### src/design/upd_pkg.sv
package upd_pkg;

	localparam logic [7:0] PCT_CHAR   = 8'h25;
	localparam logic [7:0] PLUS_CHAR  = 8'h2b;
	localparam logic [7:0] SPACE_CHAR = 8'h20;
	localparam int unsigned MAX_OUT   = 3;

	typedef struct packed {
		logic [7:0] in_byte;
		logic       in_last;
	} in_item_t;

	typedef struct packed {
		logic [7:0] out_byte;
		logic       out_last;
	} out_item_t;

	// decoded bytes caused by one input item
	typedef struct packed {
		logic [MAX_OUT-1:0][7:0] bytes;
		logic [1:0]              cnt;
		logic                    last;
	} group_t;

	typedef enum logic [1:0] {
		PH_IDLE  = 2'd0,
		PH_PCT   = 2'd1,
		PH_DIGIT = 2'd2
	} phase_t;

	function automatic logic is_hex(input logic [7:0] c);
		return (c >= 8'h30 && c <= 8'h39) || (c >= 8'h61 && c <= 8'h66) ||
			(c >= 8'h41 && c <= 8'h46);
	endfunction

	function automatic logic [3:0] hex_val(input logic [7:0] c);
		logic [7:0] v;
		if (c >= 8'h30 && c <= 8'h39) begin
			v = c - 8'h30;
		end else if (c >= 8'h61 && c <= 8'h66) begin
			v = c - 8'h57;
		end else begin
			v = c - 8'h37;
		end
		return v[3:0];
	endfunction

endpackage

### src/design/url_percent_decoder.sv
// a decoded byte goes from the front through the group queue into the output register
// throughput: one input item per cycle while the queue has room; the k bytes of one item
//   go out in turn (k up to three, on a malformed escape or end-of-string flush)
// the group queue between front and back absorbs those bursts, QUEUE_DEPTH groups deep
// reset: arst_n clears phase, held character, queue pointers and output valid at once
module url_percent_decoder import upd_pkg::*; #(
	parameter int unsigned QUEUE_DEPTH = 2
) (
	input  logic      clk,
	input  logic      arst_n,
	input  logic      src_valid,
	output logic      src_stall,
	input  in_item_t  src_data,
	output logic      dst_valid,
	input  logic      dst_stall,
	output out_item_t dst_data
);

	// front to queue
	logic   take;
	logic   push;
	group_t push_grp;

	// queue to back
	logic   full;
	logic   gvalid;
	group_t head_grp;
	logic   pop;

	// the front may take an item whenever the queue has room for its group
	assign src_stall = full;
	assign take      = src_valid && !full;

	// escape tracking: phase and held digit, builds the group of decoded bytes
	upd_front u_front (
		.clk    (clk),
		.arst_n (arst_n),
		.take   (take),
		.item   (src_data),
		.push   (push),
		.grp    (push_grp)
	);

	// groups with no bytes (escape still pending) are never queued
	upd_fifo #(
		.DEPTH (QUEUE_DEPTH)
	) u_fifo (
		.clk    (clk),
		.arst_n (arst_n),
		.push   (push),
		.wdata  (push_grp),
		.full   (full),
		.pop    (pop),
		.rvalid (gvalid),
		.rdata  (head_grp)
	);

	// serializes a group one byte per cycle into the output register unless the output is stalled
	upd_back u_back (
		.clk       (clk),
		.arst_n    (arst_n),
		.gvalid    (gvalid),
		.grp       (head_grp),
		.pop       (pop),
		.dst_valid (dst_valid),
		.dst_stall (dst_stall),
		.dst_data  (dst_data)
	);

endmodule

### src/design/upd_front.sv
module upd_front import upd_pkg::*; (
	input  logic     clk,
	input  logic     arst_n,
	input  logic     take,
	input  in_item_t item,
	output logic     push,
	output group_t   grp
);

	phase_t     phase_q;
	logic [7:0] held_q;
	phase_t     np;
	logic [7:0] nh;
	logic [7:0] e [MAX_OUT];
	logic [1:0] n;
	logic [7:0] b;

	always_comb begin
		b = item.in_byte;
		np = PH_IDLE;
		nh = 8'h00;
		n = 2'd0;
		for (int i = 0; i < MAX_OUT; i++) begin
			e[i] = 8'h00;
		end
		unique case (phase_q)
			PH_PCT: begin
				if (is_hex(b)) begin
					np = PH_DIGIT;
					nh = b;
				end else begin
					e[n] = PCT_CHAR;
					n = n + 2'd1;
				end
			end
			PH_DIGIT: begin
				if (is_hex(held_q) && is_hex(b)) begin
					e[n] = {hex_val(held_q), hex_val(b)};
					n = n + 2'd1;
				end else begin
					e[n] = PCT_CHAR;
					n = n + 2'd1;
					e[n] = held_q;
					n = n + 2'd1;
				end
			end
			default: ;
		endcase
		// byte handled as plain input unless it was consumed by the escape
		if (!((phase_q == PH_PCT && is_hex(b)) ||
				(phase_q == PH_DIGIT && is_hex(held_q) && is_hex(b)))) begin
			if (b == PCT_CHAR) begin
				np = PH_PCT;
			end else if (b == PLUS_CHAR) begin
				e[n] = SPACE_CHAR;
				n = n + 2'd1;
			end else begin
				e[n] = b;
				n = n + 2'd1;
			end
		end
		// end of string flushes whatever is held
		if (item.in_last) begin
			if (np == PH_PCT || np == PH_DIGIT) begin
				e[n] = PCT_CHAR;
				n = n + 2'd1;
			end
			if (np == PH_DIGIT) begin
				e[n] = nh;
				n = n + 2'd1;
			end
			np = PH_IDLE;
			nh = 8'h00;
		end
	end

	always_comb begin
		for (int i = 0; i < MAX_OUT; i++) begin
			grp.bytes[i] = e[i];
		end
		grp.cnt  = n;
		grp.last = item.in_last;
		push     = take && (n != 2'd0);
	end

	always_ff @(posedge clk or negedge arst_n) begin
		if (!arst_n) begin
			phase_q <= PH_IDLE;
			held_q  <= 8'h00;
		end else if (take) begin
			phase_q <= np;
			held_q  <= nh;
		end
	end

endmodule

### src/design/upd_fifo.sv
module upd_fifo import upd_pkg::*; #(
	parameter int unsigned DEPTH = 2
) (
	input  logic   clk,
	input  logic   arst_n,
	input  logic   push,
	input  group_t wdata,
	output logic   full,
	input  logic   pop,
	output logic   rvalid,
	output group_t rdata
);

	localparam int unsigned PW = $clog2(DEPTH);
	localparam int unsigned CW = $clog2(DEPTH + 1);

	group_t          mem_q [DEPTH];
	logic [PW-1:0]   wptr_q;
	logic [PW-1:0]   rptr_q;
	logic [CW-1:0]   count_q;

	assign full   = (count_q == CW'(DEPTH));
	assign rvalid = (count_q != '0);
	assign rdata  = mem_q[rptr_q];

	always_ff @(posedge clk) begin
		if (push) begin
			mem_q[wptr_q] <= wdata;
		end
	end

	always_ff @(posedge clk or negedge arst_n) begin
		if (!arst_n) begin
			wptr_q  <= '0;
			rptr_q  <= '0;
			count_q <= '0;
		end else begin
			if (push) begin
				wptr_q <= (wptr_q == PW'(DEPTH - 1)) ? '0 : wptr_q + PW'(1);
			end
			if (pop) begin
				rptr_q <= (rptr_q == PW'(DEPTH - 1)) ? '0 : rptr_q + PW'(1);
			end
			if (push && !pop) begin
				count_q <= count_q + CW'(1);
			end else if (pop && !push) begin
				count_q <= count_q - CW'(1);
			end
		end
	end

endmodule

### src/design/upd_back.sv
module upd_back import upd_pkg::*; (
	input  logic      clk,
	input  logic      arst_n,
	input  logic      gvalid,
	input  group_t    grp,
	output logic      pop,
	output logic      dst_valid,
	input  logic      dst_stall,
	output out_item_t dst_data
);

	logic [1:0] idx_q;
	logic       load;
	logic       at_end;
	out_item_t  data_q;
	logic       valid_q;

	assign load      = gvalid && (!valid_q || !dst_stall);
	assign at_end    = (idx_q == grp.cnt - 2'd1);
	assign pop       = load && at_end;
	assign dst_valid = valid_q;
	assign dst_data  = data_q;

	always_ff @(posedge clk) begin
		if (load) begin
			data_q.out_byte <= grp.bytes[idx_q];
			data_q.out_last <= grp.last && at_end;
		end
	end

	always_ff @(posedge clk or negedge arst_n) begin
		if (!arst_n) begin
			valid_q <= 1'b0;
			idx_q   <= 2'd0;
		end else begin
			if (load) begin
				valid_q <= 1'b1;
				idx_q   <= at_end ? 2'd0 : idx_q + 2'd1;
			end else if (!dst_stall) begin
				valid_q <= 1'b0;
			end
		end
	end

endmodule

### config.mk
export PLATFORM = sky130hd
export DESIGN_NAME = url_percent_decoder
export DESIGN_NICKNAME = d
export VERILOG_FILES = /design/src/design/upd_pkg.sv /design/src/design/url_percent_decoder.sv /design/src/design/upd_front.sv /design/src/design/upd_fifo.sv /design/src/design/upd_back.sv
export SDC_FILE = /design/constraint.sdc
export NUM_CORES = 1
export LEC_CHECK = 0
export BUFFER_PORTS_ARGS = -buffer_cell sky130_fd_sc_hd__buf_2
export CORE_ASPECT_RATIO = 0.75
export CORE_MARGIN = 5
export CORE_UTILIZATION = 65
export CTS_CLUSTER_DIAMETER = 60
export CTS_CLUSTER_SIZE = 12
export DETAILED_ROUTE_END_ITERATION = 8
export HOLD_SLACK_MARGIN = 0.08
export PLACE_DENSITY_LB_ADDON = 0.15
export SLEW_MARGIN = 20
export SYNTH_ARGS = -nofsm -noshare
export SYNTH_HDL_FRONTEND = slang
export SYNTH_SLANG_ARGS = --single-unit
### constraint.sdc
create_clock -name clk -period 10.1 [get_ports clk]
set_clock_uncertainty 0.15 [all_clocks]
set_input_delay 0 -clock clk [delete_from_list [all_inputs] [get_ports clk]]
set_output_delay 0 -clock clk [all_outputs]
set_load 0.005 [all_outputs]
==> out/metrics.yaml, run 1 <==
synthesis:
  synth_top_family_by_area: "compound AO/OA/AOI/OAI gates"
  synth_top_area_share_pct: 44.13
  synth_area_leaders: "edfxtp_1 44%, dfrtp_1 9.9%, ha_1 6.1%"
  synth_nets: 389
  netlist_area_sq_um: 4287
  syn_avg_cell_area_sq_um: 12.07
  synth-async-reset-ratio_pct: 21.25
  synth_xor_area_share_pct: 2.627
  synth_edf_count: 63
  synth_mux_area_share_pct: 7.531
  synth_top_area_cell: "edfxtp_1"
  yosysWarnings: 0
  ys_types: 62
  synth-simple-area-share_pct: 11.82
  ys_seq_area_share_pct: 54.06
  syn_inst: 355
  synth.ff_latch_count: 80
  synthAdderAreaFrac_pct: 6.130
  ys.flop_type: "edfxtp_1"
  synth_compound_area_share_pct: 13.63
timing:
  fin_crit_sh_pct: 54.43
  setup_viol: 0
  clock.fmax_mhz: 181.9
  hold_viol: 0
  relSlewSlack_pct: 46.86
  rsz0062_at_grt: "false"
  final_max_slew_viol_count: 0
  holdWs_ps: 250.2
  period_minus_slack_ps: 5497
  tns_ps: 0
  tightest_slew_ps: 794.4
power:
  seq_power_share_pct: 49.0
  p_int_uw: 703.3
  sw_frac_of_total_pct: 31.35
  leakage_uw: 0.001935
  powerDensity_nw_per_um2: 209.3
  power_frac_comb_pct: 26.9
  clkPwrFrac_pct: 24.1
  p_sw_uw: 321.2
  ir_drop_mv: 0.1113
cts:
  clockRootBuffer: "clkbuf_8"
  cts_buffers: 9
  clk_latency_ps: 360
  postCtsHoldBufs: 20
  clock-sinks: 80
  clkSlewWorstSetupHoldPaths_ps: 90
  cts_setup_buffers: 0
  cts_tree: "built"
  h-tree-depth: 3
  clk_path_buf_depth: 2
  cts_resized: 0
grt:
  grt-ovfl-total: 0
  grt_use_total_pct: 24.61
  antenna_found_initial: 0
  grt_max_degree: 28
  grt_pass1_vias: 3007
  grt_first_pass_wirelength_um: 15720
drt:
  wl_per_cell_um: 19.64
  first_iter_violations: 329
  vias_per_cell: 6.226
  num_vias: 3032
  wl_um: 9564
  ant_nets: 0
  first_pass_iters: 5
  drc_errors: 0
placement:
  post-place-cells: 451
  place_hpwl_um: 6890
  place.gp.congestion: 0.9934
  numPortBuffers: 23
floorplanning:
  die_h_um: 80.33
  start_util_pct: 67.51
  die-area_sq_um: 8336
  num_rows: 25
  dieWidth_um: 103.8
  ios: 24
  fp.coreArea_sq_um: 6350
job:
  maxCapViolCount: 0
finish:
  antenna_cells: 0
  drive_above_1_share_pct: 16.50
  fin_util_pct: 77.10
  fin_nets: 435
  layout.cells.non_filler: 487
  syn_to_final_growth_pct: 14.21
critical_path:
  cp.required_ps: 9980
  cp-start-kind: "primary input"
  cp-end-kind: "flip-flop"
  r2r-start: "u_front.held_q[1]"
  crit_arrival_ps: 5370
  path_max_fanout: 27
  critical_path_class: "in2reg"
  crit_start: "src_data[1]"
hold_path:
  hp-class: "in2reg"
  min_from: "dst_stall"
status:
  outcome: "complete, no violations"
==> sequential cells by signal (all words and copies together) (netlist names) <==
signal / count
u_fifo.mem_q: 54
u_back.dst_data: 9
u_front.held_q: 8
u_back.idx_q: 2
u_fifo.count_q: 2
u_front.phase_q: 2
u_back.dst_valid: 1
u_fifo.rptr_q: 1
u_fifo.wptr_q: 1
==> metrics by stage <==
step                      total power, uW  cell area, sq um  worst slack [ps]
final                                1024              4896              4603
after global routing                 1084              4896              4332
after CTS                            1033              4896              4658
after detailed placement            784.6              4483              4756
after global placement              767.4              4483              4863
after floorplan                     690.9              4287              4279
==> synthesized netlist by cell type, types with 5 or more instances <==
cell type	number
nand3_1	11
a21oi_1	13
and2_1	11
inv_1	29
o21ai_0	11
a22oi_1	5
xnor2_1	8
mux2i_1	12
nand2b_1	6
clkbuf_1	6
ha_1	21
dfrtp_1	17
edfxtp_1	63
nor2_1	14
mux4_2	8
nand2_1	32
o22ai_1	11
a22o_1	12
==> cells by family (layout without fill, tap and decap cells) <==
group                      count (synthesis)  in the layout
DFF                                       80             80
buffers and inverters                     44             95
AOI/OAI and AO/OA                         80             80
muxes                                     22             22
and+or+nand+nor                           96             96
xor gates and xnor gates                  12             12
adders and majority gates                 21             21
==> final cells by class <==
cell class	count	area, sq um
Clock inverter	7	88.84
Inverter	30	112.6
Sequential cell	80	2317
Tap cell	81	101.3
Fill cell	388	1454
Clock buffer	9	123.9
Multi-Input combinational cell	231	1792
Timing Repair Buffer	49	360.3
==> path summary, 6_finish.rpt <==
check                      slack (ps)             endpoint  cells after the start
max                              4600  u_fifo.mem_q[0][16]                     22
min                               250     u_back.dst_valid                      4
max reg2reg                      4610  u_fifo.mem_q[0][16]                     20
min reg2reg                       350     u_back.dst_valid                      2
max in group asynchronous        8680        u_fifo.rptr_q                      3
min in group asynchronous         610   u_front.phase_q[0]                      3
==> cell usage in the layout (no fill, tap or decap), types with 2 or more instances in the layout <==
cell type / count
a211o_1: 2
o31ai_1: 3
nor4b_1: 2
nand3_1: 11
nor2_1: 14
nand2b_1: 6
o21bai_1: 2
clkbuf_8: 9
buf_4: 6
a21o_1: 2
and2_1: 11
mux4_2: 8
o21ai_0: 11
buf_2: 23
nand3b_1: 2
o22ai_1: 11
o32a_1: 3
nor3_1: 2
dlygate4sd3_1: 20
nand2_1: 32
o21ai_1: 2
ha_1: 21
a22o_1: 12
mux2i_1: 12
xnor2_1: 8
nor4_1: 2
a22oi_1: 5
mux2_2: 2
and3_1: 2
inv_6: 3
xor2_1: 3
a2111oi_0: 2
a21oi_1: 13
dfrtp_1: 17
inv_1: 29
edfxtp_1: 63
==> power groups by stage <==
| stage | clock [uW] | combinational [uW] | sequential, uW |
|---|---|---|---|
| 3_5_place_dp | 0 | 276 | 509 |
| 4_1_cts | 250 | 280 | 502 |
| 6_report | 247 | 275 | 502 |
| 5_1_grt | 267 | 307 | 511 |
| 3_3_place_gp | 0 | 264 | 503 |
| 2_1_floorplan | 0 | 199 | 492 |
==> routing by layer <==
layer	global-route usage, %	routed length (um)	up-vias
li1	-	-	1407
met1	32.89	4040	1448
met2	40.14	4628	159
met3	6.345	757	18
met4	7.374	138	0
met5	0	0	-
==> critical path, stage by stage <==
cell and delay (ps):
dlygate4sd3_1 520, buf_2 160, inv_1 200, ha_1 210, o21bai_1 100, a211o_4 380, o21a_1 250, or4_4 560
nand2_1 100, nand2_2 90, ha_1 370, mux2_2 270, and2_1 170, ha_1 290, a21oi_1 170, inv_1 90
ha_1 270, o22ai_1 110, a22oi_1 180, a41oi_2 320, nor2b_2 190, buf_4 340
(Power assumes the default switching activity.)
==> inputs of run 2 (changes only) <==
--- a/config.mk
+++ b/config.mk
@@ -5,10 +5,11 @@
 export SDC_FILE = /design/constraint.sdc
 export NUM_CORES = 1
 export LEC_CHECK = 0
+export ABC_AREA = 1
 export BUFFER_PORTS_ARGS = -buffer_cell sky130_fd_sc_hd__buf_2
 export CORE_ASPECT_RATIO = 0.75
 export CORE_MARGIN = 5
-export CORE_UTILIZATION = 65
+export CORE_UTILIZATION = 55
 export CTS_CLUSTER_DIAMETER = 60
 export CTS_CLUSTER_SIZE = 12
 export DETAILED_ROUTE_END_ITERATION = 8
==> constraint.sdc (replaced) <==
create_clock -name clk -period 4.47 [get_ports clk]
set_clock_uncertainty 0.15 [all_clocks]
set_input_delay 0 -clock clk [delete_from_list [all_inputs] [get_ports clk]]
set_output_delay 0 -clock clk [all_outputs]
set_load 0.005 [all_outputs]
==> out/metrics.yaml, run 2 <==
critical_path:
  r2r-start: "u_front.held_q[0]"
  rrSetupSlack_ps: 280  # -4330 ps
  r2r-end: "u_fifo.mem_q[0][4]"
  cp-start-kind: "primary input"
  cp-end-kind: "flip-flop"
  path_max_fanout: 8  # -70%
  cp.required_ps: 4410  # -5570 ps
  crit_arrival_ps: 4170  # -1200 ps
  critical_path_class: "in2reg"
  rr_worst_depth: 22  # +10%
synthesis:
  synth_area_leaders: "edfxtp_1 42%, dfrtp_1 9.4%, nand2_1 6.7%"
  synth_edf_count: 63  # unchanged
  yosysWarnings: 0  # unchanged
  synth.ff_latch_count: 80  # unchanged
  ys.flop_type: "edfxtp_1"
  syn_inst: 489  # +38%
  synth_top_area_share_pct: 41.88  # -2.2 points
  synth_nets: 523  # +34%
  netlist_area_sq_um: 4517  # +5.4%
  synth-async-reset-ratio_pct: 21.25  # unchanged
  synth_most_common_cell: "nand2_1"
  synthTopCellsByCount: "81 x nand2_1, 70 x nor2_1, 63 x edfxtp_1, 57 x inv_1, 44 x o21ai_0"
  syn_avg_cell_area_sq_um: 9.237  # -24%
  ys_seq_area_share_pct: 51.30  # -2.8 points
  synth_top_area_cell: "edfxtp_1"
  ys_types: 43  # -31%
power:
  ir_drop_mv: 0.2843  # +160%
  powerDensity_nw_per_um2: 465.1  # +120%
  leakage_uw: 0.002294  # +19%
finish:
  fin_area_sq_um: 5320  # +8.7%
  top_register: "u_fifo.mem_q"
  syn_to_final_growth_pct: 17.78
  fin_util_pct: 66.90  # -10 points
  antenna_cells: 0  # unchanged
  fin_nets: 580  # +33%
  layout.cells.non_filler: 656  # +35%
  drive_above_1_share_pct: 19.24  # +2.7 points
  final_common_cell: "nand2_1"
  final.fill_count: 653  # +68%
  mostFrequentLayoutCells: "80 x nand2_1, 67 x nor2_1, 63 x edfxtp_1, 55 x inv_1, 41 x o21ai_0"
  largest_reg_flops: 54  # unchanged
grt:
  grt_pass1_vias: 3476  # +16%
  grt-ovfl-total: 0  # unchanged
  grtUsageMet2_pct: 35.50  # -4.6 points
  antenna_found_initial: 0  # unchanged
  grt_use_total_pct: 23.05  # -1.6 points
  grt_first_pass_wirelength_um: 17930  # +14%
  grt_max_degree: 28  # unchanged
  busiest_layer: "met2"
  grtUsageMet3_pct: 4.648  # -1.7 points
  gr-usage-met1_pct: 34.16  # +1.3 points
floorplanning:
  ios: 24  # unchanged
  start_util_pct: 56.80  # -11 points
  die-area_sq_um: 10140  # +22%
  num_rows: 28  # +12%
  fp.coreArea_sq_um: 7953  # +25%
  die_h_um: 88.48  # +10%
  dieWidth_um: 114.6  # +10%
cts:
  clockRootBuffer: "clkbuf_8"
  h-tree-depth: 3  # unchanged
  clkSlewWorstSetupHoldPaths_ps: 90  # about the same
  cts_buffers: 9  # unchanged
  clk_latency_ps: 360  # about the same
  clk_path_buf_depth: 2  # unchanged
  cts_tree: "built"
  clock-sinks: 80  # unchanged
hold_path:
  hold-path-endpoint: "u_fifo.mem_q[1][20]"
  min_delay_path_depth: 3  # -1
  min_from: "src_data[2]"
  hp-class: "in2reg"
job:
  maxCapViolCount: 0  # unchanged
placement:
  place_hpwl_um: 7676  # +11%
  place.gp.congestion: 0.9058  # -8.8%
  numPortBuffers: 23  # unchanged
  post-place-cells: 618  # +37%
  placed_area_sq_um: 4830  # +7.7%
  post-place-ws_ps: -73.83  # -4830 ps
timing:
  fin_ws_ps: 240.9  # -4362 ps
  final_max_slew_viol_count: 0  # unchanged
  relSlewSlack_pct: 41.19  # -5.7 points
  hold_viol: 0  # unchanged
  period_minus_slack_ps: 4229
  clock.fmax_mhz: 236.5
  tns_ps: 0  # unchanged
  tightest_slew_ps: 879.3  # +84.87 ps
  fin_crit_sh_pct: 94.61
  setup_viol: 0  # unchanged
drt:
  ant_nets: 0  # unchanged
  first_iter_violations: 403  # +22%
  vias_per_cell: 5.520  # -11%
  wl_per_cell_um: 16.47  # -16%
  drc_errors: 0  # unchanged
  wl_um: 10800  # +13%
  num_vias: 3621  # +19%
  first_pass_iters: 6  # +1
status:
  outcome: "complete, no violations"
run 2: critical path: stages:
cell and delay, ps:
dlygate4sd3_1 540, buf_4 170, ha_1 240, nand2_2 80
nand3_2 90, nand2_4 100, inv_4 50, nor2_4 110
nand2_4 110, nor2_4 130, inv_1 40, nand2_1 70
nand2_2 100, ha_4 280, o21ai_2 150, inv_1 60
ha_1 260, inv_1 40, nand2_2 60, nand2_1 70
inv_1 80, ha_1 140, inv_1 50, nor3_1 310
nand2_1 100, dlygate4sd3_1 590, o311ai_1 140
run 2: power breakdown:
| part | switching, uW | internal, uW | total (uW) |
|---|---|---|---|
| Combinational | 457 | 261 | 719 |
| Sequential | 94.3 | 1040 | 1130 |
| Clock | 295 | 326 | 622 |
| Total | 847 | 1630 | 2470 |
run 2: worst max-delay path by stage:
| stage | from | to | slack, ps | depth (start not counted) |
|---|---|---|---|---|
| 3_3_place_gp | u_front.held_q[0] | u_fifo.count_q[1] | 100 | 29 |
| 2_1_floorplan | u_front.held_q[0] | u_fifo.mem_q[0][0] | 90 | 25 |
| 3_5_place_dp | u_front.held_q[0] | u_fifo.count_q[1] | -70 | 29 |
| 6_report | src_data[1] | u_fifo.mem_q[0][4] | 240 | 27 |
| 5_1_grt | src_data[1] | u_fifo.count_q[1] | -20 | 35 |
| 4_1_cts | src_data[1] | u_fifo.count_q[1] | 40 | 34 |
run 2: logic make-up (layout without fill, tap and decap cells):
family / after synthesis / after routing / share of synthesized area (%)
xor gates and xnor gates: 9 / 9 / 1.745
AOI/OAI and AO/OA: 89 / 89 / 12.13
DFF: 80 / 80 / 51.30
muxes: 1 / 1 / 0.2216
and+or+nand+nor: 212 / 212 / 22.05
adders and majority gates: 21 / 21 / 5.817
buffers and inverters: 77 / 139 / 6.731
run 2: area by class of cell:
type,count,area [sq um],share of cell area (%)
Tap cell,105,131.4,2.469
Sequential cell,80,2318,43.58
Timing Repair Buffer,55,435.4,8.184
Clock inverter,7,107.6,2.023
Inverter,68,262.8,4.939
Clock buffer,9,123.9,2.328
Multi-Input combinational cell,332,1941,36.48
run 2: per-layer routing:
| metal | part of all wire [%] | up-vias |
|---|---|---|
| met1 | 46 | 1682 |
| met4 | 0.94 | 0 |
| li1 | - | 1766 |
| met5 | 0 | - |
| met2 | 45 | 159 |
| met3 | 7.6 | 14 |
run 2: stage by stage:
stage / hold WS, ps / power [uW]
after floorplan: -445.6 / 1593
after global placement: -184.8 / 1829
after detailed placement: -182.7 / 1852
after CTS: 89.30 / 2484
after global routing: 144.3 / 2640
final: 128.1 / 2474
run 2: what timing repair did:
item                                    4_1_cts  5_1_grt
endpoints found under the setup margin        1       68
buffers inserted                              0        6
resized for setup                             3       13
hold buffers                                 16        0
pin swaps                                     0        4
hold endpoints to repair                     64        0
